`config.mk`:
```
export PLATFORM = sky130hd
export DESIGN_NAME = uart_dual_ring_buffer_flat
export DESIGN_NICKNAME = d
export VERILOG_FILES = /design/src/hw/rtl/udrb_pkg.sv /design/src/hw/rtl/udrb_chan.sv /design/src/hw/rtl/udrb_ring.sv /design/src/hw/rtl/uart_dual_ring_buffer.sv /design/src/flat_wrapper.sv
export VERILOG_INCLUDE_DIRS = /design/src /design/src/hw/rtl
export SDC_FILE = /design/constraint.sdc
export NUM_CORES = 1
export LEC_CHECK = 0
export BUFFER_PORTS_ARGS = -buffer_cell sky130_fd_sc_hd__buf_4
export CAP_MARGIN = 20
export CORE_ASPECT_RATIO = 0.75
export CORE_UTILIZATION = 45
export DETAILED_ROUTE_END_ITERATION = 7
export PLACE_DENSITY = 0.63
export SYNTH_ARGS = -nofsm -noshare
export SYNTH_HDL_FRONTEND = slang
export SYNTH_SLANG_ARGS = --single-unit
```
`constraint.sdc`:
```
create_clock -name clk -period 5.55 [get_ports clk]
set_input_delay 0.8325 -clock clk [delete_from_list [all_inputs] [get_ports clk]]
set_output_delay 0.8325 -clock clk [all_outputs]
set_load 0.01 [all_outputs]
```
`src/hw/rtl/uart_dual_ring_buffer_defines.svh`:
```
// Assertion macros for the UART dual ring buffer.
// Each macro expects clk and arst_n in scope.
`ifndef UART_DUAL_RING_BUFFER_DEFINES_SVH
`define UART_DUAL_RING_BUFFER_DEFINES_SVH

`ifndef NO_ASSERTIONS

`define UDRB_ASSERT(lbl, prop, msg) \
	lbl: assert property (@(posedge clk) disable iff (!arst_n) prop) else $error(msg);

`define UDRB_NEVER(lbl, cond, msg) \
	lbl: assert property (@(posedge clk) disable iff (!arst_n) !(cond)) else $error(msg);

`else

`define UDRB_ASSERT(lbl, prop, msg)

`define UDRB_NEVER(lbl, cond, msg)

`endif

`endif

```
`src/hw/rtl/udrb_pkg.sv`:
```
package udrb_pkg;

	localparam int BYTE_W = 8;
	localparam int LEN_W = 6;
	localparam int CNT_W = 32;
	localparam int RX_DEPTH_DEF = 64;
	localparam int TX_DEPTH_DEF = 64;

	typedef enum logic [1:0] {
		MODE_RX_BYTE  = 2'd0,
		MODE_READ     = 2'd1,
		MODE_TX_BYTE  = 2'd2,
		MODE_TX_EMPTY = 2'd3
	} mode_t;

	typedef struct packed {
		mode_t              mode;
		logic [BYTE_W-1:0]  data;
		logic               first_of_string;
		logic               last_of_string;
		logic [LEN_W-1:0]   string_length;
	} cmd_item_t;

	typedef struct packed {
		logic               tx_valid;
		logic [BYTE_W-1:0]  tx_byte;
		logic               read_valid;
		logic [BYTE_W-1:0]  read_byte;
		logic               string_rejected;
		logic               tx_busy_flag;
		logic [CNT_W-1:0]   dropped_count;
	} rsp_item_t;

	typedef struct packed {
		logic empty;
		logic full;
		logic one_left;
	} ring_stat_t;

endpackage

```
`src/hw/rtl/udrb_chan.sv`:
```
interface udrb_chan #(parameter type T = logic);
	logic valid;
	logic ready;
	T     payload;

	modport source (output valid, output payload, input ready);
	modport sink (input valid, input payload, output ready);
endinterface

```
`src/hw/rtl/udrb_ring.sv`:
```
module udrb_ring
	import udrb_pkg::*;
#(
	parameter int DEPTH = RX_DEPTH_DEF,
	localparam int AW = (DEPTH > 1) ? $clog2(DEPTH) : 1,
	localparam int CW = (AW > LEN_W) ? AW : LEN_W
) (
	input  logic              clk,
	input  logic              arst_n,
	input  logic              push,
	input  logic              pop,
	input  logic [BYTE_W-1:0] wdata,
	output logic [BYTE_W-1:0] rdata,
	output ring_stat_t        stat,
	output logic [CW-1:0]     room
);

	logic [BYTE_W-1:0] mem [DEPTH];
	logic [AW-1:0]     wr_q;
	logic [AW-1:0]     rd_q;
	logic [AW-1:0]     wr_next;
	logic [AW-1:0]     rd_next;
	logic [BYTE_W-1:0] rdata_q;
	logic [BYTE_W-1:0] fwd_data_q;
	logic              fwd_q;

	assign wr_next = (wr_q == AW'(DEPTH - 1)) ? '0 : wr_q + AW'(1);
	assign rd_next = (rd_q == AW'(DEPTH - 1)) ? '0 : rd_q + AW'(1);

	assign stat.empty    = (rd_q == wr_q);
	assign stat.full     = (wr_next == rd_q);
	assign stat.one_left = (rd_next == wr_q);

	always_comb begin
		if (rd_q > wr_q) begin
			room = CW'(rd_q) - CW'(wr_q) - CW'(1);
		end else begin
			room = CW'(DEPTH - 1) - (CW'(wr_q) - CW'(rd_q));
		end
	end

	always_ff @(posedge clk or negedge arst_n) begin
		if (!arst_n) begin
			wr_q  <= '0;
			rd_q  <= '0;
			fwd_q <= 1'b0;
		end else begin
			if (push) wr_q <= wr_next;
			if (pop) begin
				rd_q  <= rd_next;
				// popping the entry written in the same cycle
				fwd_q <= push && (rd_q == wr_q);
			end
		end
	end

	always_ff @(posedge clk) begin
		if (push) mem[wr_q] <= wdata;
		if (pop) begin
			rdata_q    <= mem[rd_q];
			fwd_data_q <= wdata;
		end
	end

	assign rdata = fwd_q ? fwd_data_q : rdata_q;

endmodule

```
`src/hw/rtl/uart_dual_ring_buffer.sv`:
```
// Receive and transmit byte rings between a UART and software. One command item is
// taken per clock as long as the response side keeps taking results; each response
// item passes through the synchronous read of the ring memory and then the output
// register. The stall-free rate is one item per cycle, set by the single read and
// write port of each ring memory.
`include "uart_dual_ring_buffer_defines.svh"

module uart_dual_ring_buffer
	import udrb_pkg::*;
#(
	parameter int RX_DEPTH = RX_DEPTH_DEF,
	parameter int TX_DEPTH = TX_DEPTH_DEF,
	localparam int TX_AW = (TX_DEPTH > 1) ? $clog2(TX_DEPTH) : 1,
	localparam int TX_CW = (TX_AW > LEN_W) ? TX_AW : LEN_W
) (
	input  logic      clk,
	input  logic      arst_n,
	udrb_chan.sink    cmd,
	udrb_chan.source  rsp
);

	ring_stat_t        rx_stat;
	ring_stat_t        tx_stat;
	logic [TX_CW-1:0]  tx_room;
	logic [BYTE_W-1:0] rx_rdata;
	logic [BYTE_W-1:0] tx_rdata;

	logic              rx_push;
	logic              rx_pop;
	logic              tx_push;
	logic              tx_pop;
	logic              rejected;
	logic              drop_now;
	logic              sending_d;
	logic              dropping_d;
	logic              tally_inc;

	logic              sending_q;
	logic              dropping_q;
	logic [CNT_W-1:0]  tally_q;

	logic              valid_s1;
	logic              rx_pop_s1;
	logic              tx_pop_s1;
	logic              rejected_s1;

	logic              out_valid_q;
	rsp_item_t         out_q;
	rsp_item_t         out_d;

	logic              cmd_fire;
	logic              adv_s1;
	cmd_item_t         item;

	assign item     = cmd.payload;
	assign adv_s1   = valid_s1 && (!out_valid_q || rsp.ready);
	assign cmd.ready = !valid_s1 || adv_s1;
	assign cmd_fire = cmd.valid && cmd.ready;

	always_comb begin
		rx_push    = 1'b0;
		rx_pop     = 1'b0;
		tx_push    = 1'b0;
		tx_pop     = 1'b0;
		rejected   = 1'b0;
		drop_now   = dropping_q;
		tally_inc  = 1'b0;
		sending_d  = sending_q;
		dropping_d = dropping_q;
		if (cmd_fire) begin
			unique case (item.mode)
				MODE_RX_BYTE: begin
					rx_push   = !rx_stat.full;
					tally_inc = rx_stat.full;
				end
				MODE_READ: begin
					rx_pop = !rx_stat.empty;
				end
				MODE_TX_BYTE: begin
					if (item.first_of_string) begin
						drop_now = TX_CW'(item.string_length) > tx_room;
					end
					if (tx_stat.full) drop_now = 1'b1;
					rejected = drop_now;
					tx_push  = !drop_now;
					if (!drop_now && item.last_of_string && !sending_q) begin
						sending_d = 1'b1;
						tx_pop    = 1'b1;
					end
					dropping_d = item.last_of_string ? 1'b0 : drop_now;
				end
				MODE_TX_EMPTY: begin
					tx_pop = sending_q && !tx_stat.empty;
					if (tx_pop && tx_stat.one_left) sending_d = 1'b0;
				end
				default: ;
			endcase
		end
	end

	udrb_ring #(.DEPTH(RX_DEPTH)) u_rx_ring (
		.clk   (clk),
		.arst_n(arst_n),
		.push  (rx_push),
		.pop   (rx_pop),
		.wdata (item.data),
		.rdata (rx_rdata),
		.stat  (rx_stat),
		.room  ()
	);

	udrb_ring #(.DEPTH(TX_DEPTH)) u_tx_ring (
		.clk   (clk),
		.arst_n(arst_n),
		.push  (tx_push),
		.pop   (tx_pop),
		.wdata (item.data),
		.rdata (tx_rdata),
		.stat  (tx_stat),
		.room  (tx_room)
	);

	always_ff @(posedge clk or negedge arst_n) begin
		if (!arst_n) begin
			sending_q  <= 1'b0;
			dropping_q <= 1'b0;
			tally_q    <= '0;
		end else begin
			sending_q  <= sending_d;
			dropping_q <= dropping_d;
			if (tally_inc) tally_q <= tally_q + CNT_W'(1);
		end
	end

	always_ff @(posedge clk or negedge arst_n) begin
		if (!arst_n) begin
			valid_s1 <= 1'b0;
		end else if (cmd_fire) begin
			valid_s1 <= 1'b1;
		end else if (adv_s1) begin
			valid_s1 <= 1'b0;
		end
	end

	always_ff @(posedge clk) begin
		if (cmd_fire) begin
			rx_pop_s1   <= rx_pop;
			tx_pop_s1   <= tx_pop;
			rejected_s1 <= rejected;
		end
	end

	// state registers already hold the post-item values while the item sits in s1
	always_comb begin
		out_d.tx_valid        = tx_pop_s1;
		out_d.tx_byte         = tx_pop_s1 ? tx_rdata : '0;
		out_d.read_valid      = rx_pop_s1;
		out_d.read_byte       = rx_pop_s1 ? rx_rdata : '0;
		out_d.string_rejected = rejected_s1;
		out_d.tx_busy_flag    = sending_q;
		out_d.dropped_count   = tally_q;
	end

	always_ff @(posedge clk or negedge arst_n) begin
		if (!arst_n) begin
			out_valid_q <= 1'b0;
		end else if (adv_s1) begin
			out_valid_q <= 1'b1;
		end else if (rsp.ready) begin
			out_valid_q <= 1'b0;
		end
	end

	always_ff @(posedge clk) begin
		if (adv_s1) out_q <= out_d;
	end

	assign rsp.valid   = out_valid_q;
	assign rsp.payload = out_q;

	`UDRB_NEVER(a_tx_pop_empty, tx_pop && tx_stat.empty && !tx_push, "tx pop on empty ring")
	`UDRB_NEVER(a_rx_push_full, rx_push && rx_stat.full, "rx push on full ring")
	`UDRB_ASSERT(a_tally_step, (tally_q != $past(tally_q)) |-> (tally_q == $past(tally_q) + CNT_W'(1)), "overflow count jumped")

endmodule

```
`src/flat_wrapper.sv`:
```
// flat-port wrapper written by rule: the top's interface ports become plain ports
module uart_dual_ring_buffer_flat import udrb_pkg::*;
#(
	parameter int RX_DEPTH = RX_DEPTH_DEF,
	parameter int TX_DEPTH = TX_DEPTH_DEF,
	localparam int TX_AW = (TX_DEPTH > 1) ? $clog2(TX_DEPTH) : 1,
	localparam int TX_CW = (TX_AW > LEN_W) ? TX_AW : LEN_W
)
  (clk, arst_n, cmd_valid, cmd_payload, cmd_ready, rsp_valid, rsp_payload, rsp_ready);
  udrb_chan #(.T(cmd_item_t)) cmd_i ();
  udrb_chan #(.T(rsp_item_t)) rsp_i ();
  input  logic clk;
  input  logic arst_n;
  input wire logic [$bits(cmd_i.valid)-1:0] cmd_valid;
  input wire logic [$bits(cmd_i.payload)-1:0] cmd_payload;
  output wire logic [$bits(cmd_i.ready)-1:0] cmd_ready;
  output wire logic [$bits(rsp_i.valid)-1:0] rsp_valid;
  output wire logic [$bits(rsp_i.payload)-1:0] rsp_payload;
  input wire logic [$bits(rsp_i.ready)-1:0] rsp_ready;
  assign cmd_i.valid = cmd_valid;
  assign cmd_i.payload = cmd_payload;
  assign cmd_ready = cmd_i.ready;
  assign rsp_valid = rsp_i.valid;
  assign rsp_payload = rsp_i.payload;
  assign rsp_i.ready = rsp_ready;
  uart_dual_ring_buffer #(.RX_DEPTH(RX_DEPTH), .TX_DEPTH(TX_DEPTH)) u_core (.clk(clk), .arst_n(arst_n), .cmd(cmd_i), .rsp(rsp_i));
endmodule
```
==> results.md <==
* Commonest cells after routing, fill and taps aside: edfxtp_1 (1111), mux4_2 (320), buf_4 (156), clkbuf_16 (114), nor2_1 (104)
* Critical path data arrival time at 5370 ps
* GPL Wtd Cong at 0.8907
* P&R area growth vs syn at 13.37%
* FF+latch count, synth at 1173
* Initial DRC count at 3044
* Hold Buf Count CTS at 0
* Die X at 372.3 um
* Type of origin of the critical path: flop
* FF-to-FF setup slack at 500 ps
* Clock-pin slew on the worst setup and hold paths at 60 ps
* Htree depth at 3
* Reg power frac at 0.431
* Skew final at 49.12 ps
* Comb pwr share at 0.251
* Sequential fraction of the synthesis area at 0.7545
* CTS resizes at 0
* Largest net degree at the start of global routing at 133
* Clk_lat worst skew at 710 ps
* Crit Path Class: reg2reg
* Setup violators final at 0
* Asr flop ratio synth at 0.05286
* First-pass GRT wire length at 159000 um
* Met1 GRT Util at 0.3422
* Clock root cell: clkbuf_16
* Setup Buffers After CTS at 0
* Setup TNS at 0 ps
* CTS sink count at 1173
* Die Y at 279.7 um
* Total Routing Usage GR at 0.2122
* Post-synthesis instance total at 2202
* Pins Over Slew Limit at 0
* F_max at 198.0 MHz
* Drt first pass iters at 6
* Share of layout cells above drive strength 1 at 0.2768
* DRT Wirelength at 108300 um
* Routed vias at 22709
* Ys flop type: edfxtp_1
* # nets final at 2400
* Unrepaired setup endpoints after global routing: no
* Synth top area share at 0.7210
* Largest cells by area after synthesis: edfxtp_1 (72%), mux4_2 (16%), dfrtp_1 (3.4%), xnor2_1 (0.85%), nor2_1 (0.84%)
* DP Wirelength at 68370 um
* Status: completed
* DRC Markers at 0
* IO Pins at 76
* Critical Path RT at 5870 ps
* Net Sw Frac at 0.2853
* CTS max path bufs at 3
* Worst VDD drop at 408.2 uV
* Internal at 17.10 mW
* Clk network pwr share at 0.318
* I/O Buffers at 75
* TritonCTS clock tree: yes
* Effective utilization at floorplan at 0.4554
* Power Dens Cells at 456.0 nW/um^2
* Vias per cell at 5.981
* Vias in the first global route at 22533
* Minimum clock period at 5049 ps
* Met3 Use GR at 0.05682
* Core box area at 101600 um^2
* Final Instance Area at 52460 um^2
* Net Sw Power at 6.826 mW
* Post-synth top area cell: edfxtp_1
* Leakage at 16.63 nW
* Hold crit path type: in2async
* Post-route ant nets at 0
* CP Capture Type: flop
* Max Cap Viol at 0
* Initial antenna violation count at 0
* Yosys cell types at 70
* Cts bufs inserted at 111
* Worst slew pin tran at 1097 ps
* Final Cycle Share at 0.9098
* Headroom to the max-slew limit at 0.2624
* Worst-path maximum fanout at 9
* Die area at 104100 um^2
* Final hold vios at 0
* FP Rows at 101
* Most common cell after layout, fill and taps aside: edfxtp_1
* Met2 Track Usage GR at 0.2877
* Synth Cell Area at 46270 um^2
* Reg2Reg Depth at 15
* Gr busiest metal: met1
* EDFF count, synth at 1111
* Drt wl/cell at 28.51 um
* Area after DPL at 48720 um^2
* Average cell area after synthesis at 21.01 um^2
* Synth warn at 0
* Syn_nets at 2242
* Gr ovfl total at 0
-- area by class of cell --
type,count,area [um^2]
flip-flops and latches,1173,34930
inverters,19,71.32
repair buffers,165,1264
fillers,7862,49140
multi-input cells,890,10820
clock inverters,60,648.1
clock buffers,150,3048
diodes,1,2.502
well taps,1339,1675
-- flip-flops by register name, summed over array words and instances, names as in the netlist --
signal / flops
u_core.u_tx_ring.fwd_q: 1
u_core.sending_q: 1
u_core.tx_pop_s1: 1
u_core.rx_pop_s1: 1
u_core.rejected_s1: 1
u_core.u_tx_ring.rdata_q: 8
u_core.u_rx_ring.fwd_data_q: 8
u_core.u_tx_ring.mem: 512
u_core.u_tx_ring.fwd_data_q: 8
u_core.rsp.payload: 52
u_core.u_tx_ring.rd_q: 6
u_core.u_rx_ring.wr_q: 6
u_core.u_tx_ring.wr_q: 6
u_core.rsp.valid: 1
u_core.valid_s1: 1
u_core.dropping_q: 1
u_core.u_rx_ring.fwd_q: 1
u_core.tally_q: 32
u_core.u_rx_ring.rdata_q: 8
u_core.u_rx_ring.rd_q: 6
u_core.u_rx_ring.mem: 512
-- metal layers --
metal / share of wire / vias to the layer above
met5: 0 / -
met4: 0.018 / 0
met3: 0.097 / 142
met2: 0.43 / 1104
met1: 0.46 / 12005
li1: - / 9458
-- worst max-delay path, cell delays in order, from the launching register on --
cell and delay (ps):
dfrtp_1 510, inv_1 160, ha_1 260, fa_1 410, a21o_1 180, a21oi_1 170
xor2_1 190, ha_1 290, a21oi_1 150, o2111ai_1 140, o21bai_1 240, nand2_1 100
a21oi_2 350, nand4_1 570, buf_4 400, nor2_1 550
-- logic make-up after synthesis --
family	after synthesis	share of synthesized area
and+or+nand+nor	376	0.04121
xor gates and xnor gates	59	0.01117
DFF	1173	0.7545
AOI/OAI and AO/OA	95	0.01460
buffers and inverters	139	0.01268
adders and majority gates	18	0.005030
muxes	342	0.1608
-- through the flow --
step           hold WS, ps    util  power [mW]  instances  worst slack (ps)
4_1_cts              271.5  0.5159       24.09       3791             522.3
3_5_place_dp         418.2  0.4795       16.51       3581             515.6
6_report             264.8  0.5163       23.92       3797             500.7
5_1_grt              321.9  0.5163       24.80       3796             188.2
3_3_place_gp         426.2  0.4789       16.46       3572             776.3
2_1_floorplan        400.3       -       14.62       2202              1793
-- path summary, 6_finish.rpt --
check                                         start                           to
max                        u_core.u_tx_ring.wr_q[0]  u_core.u_tx_ring.mem[49][5]
max reg2reg                u_core.u_tx_ring.wr_q[0]  u_core.u_tx_ring.mem[49][5]
min reg2reg                      u_core.rejected_s1       u_core.rsp.payload[33]
min in group clk                          cmd_valid              u_core.valid_s1
min                                          arst_n           u_core.tally_q[19]
max in group asynchronous                    arst_n     u_core.u_tx_ring.rd_q[0]
-- cells in the mapped netlist (14+ instances only) --
cell type and n:
nor3_1 69, nand3_1 25, xor2_1 14, edfxtp_1 1111
mux4_2 320, nand4_1 20, xnor2_1 45, dfrtp_1 62
a22oi_1 33, mux2i_1 16, clkbuf_1 54, nand2_1 63
inv_1 17, buf_1 22, ha_1 17, nor2_1 104
buf_2 40, nor2b_1 23
-- power by group through the flow --
| stage | combinational [mW] | sequential, mW | clock (mW) |
|---|---|---|---|
| 2_1_floorplan | 4.44 | 10.2 | 0 |
| 3_3_place_gp | 5.97 | 10.5 | 0 |
| 3_5_place_dp | 6.01 | 10.5 | 0 |
| 4_1_cts | 6.03 | 10.3 | 7.75 |
| 5_1_grt | 6.37 | 10.3 | 8.08 |
| 6_report | 6.00 | 10.3 | 7.61 |
Power figures use the tool's default switching activity.
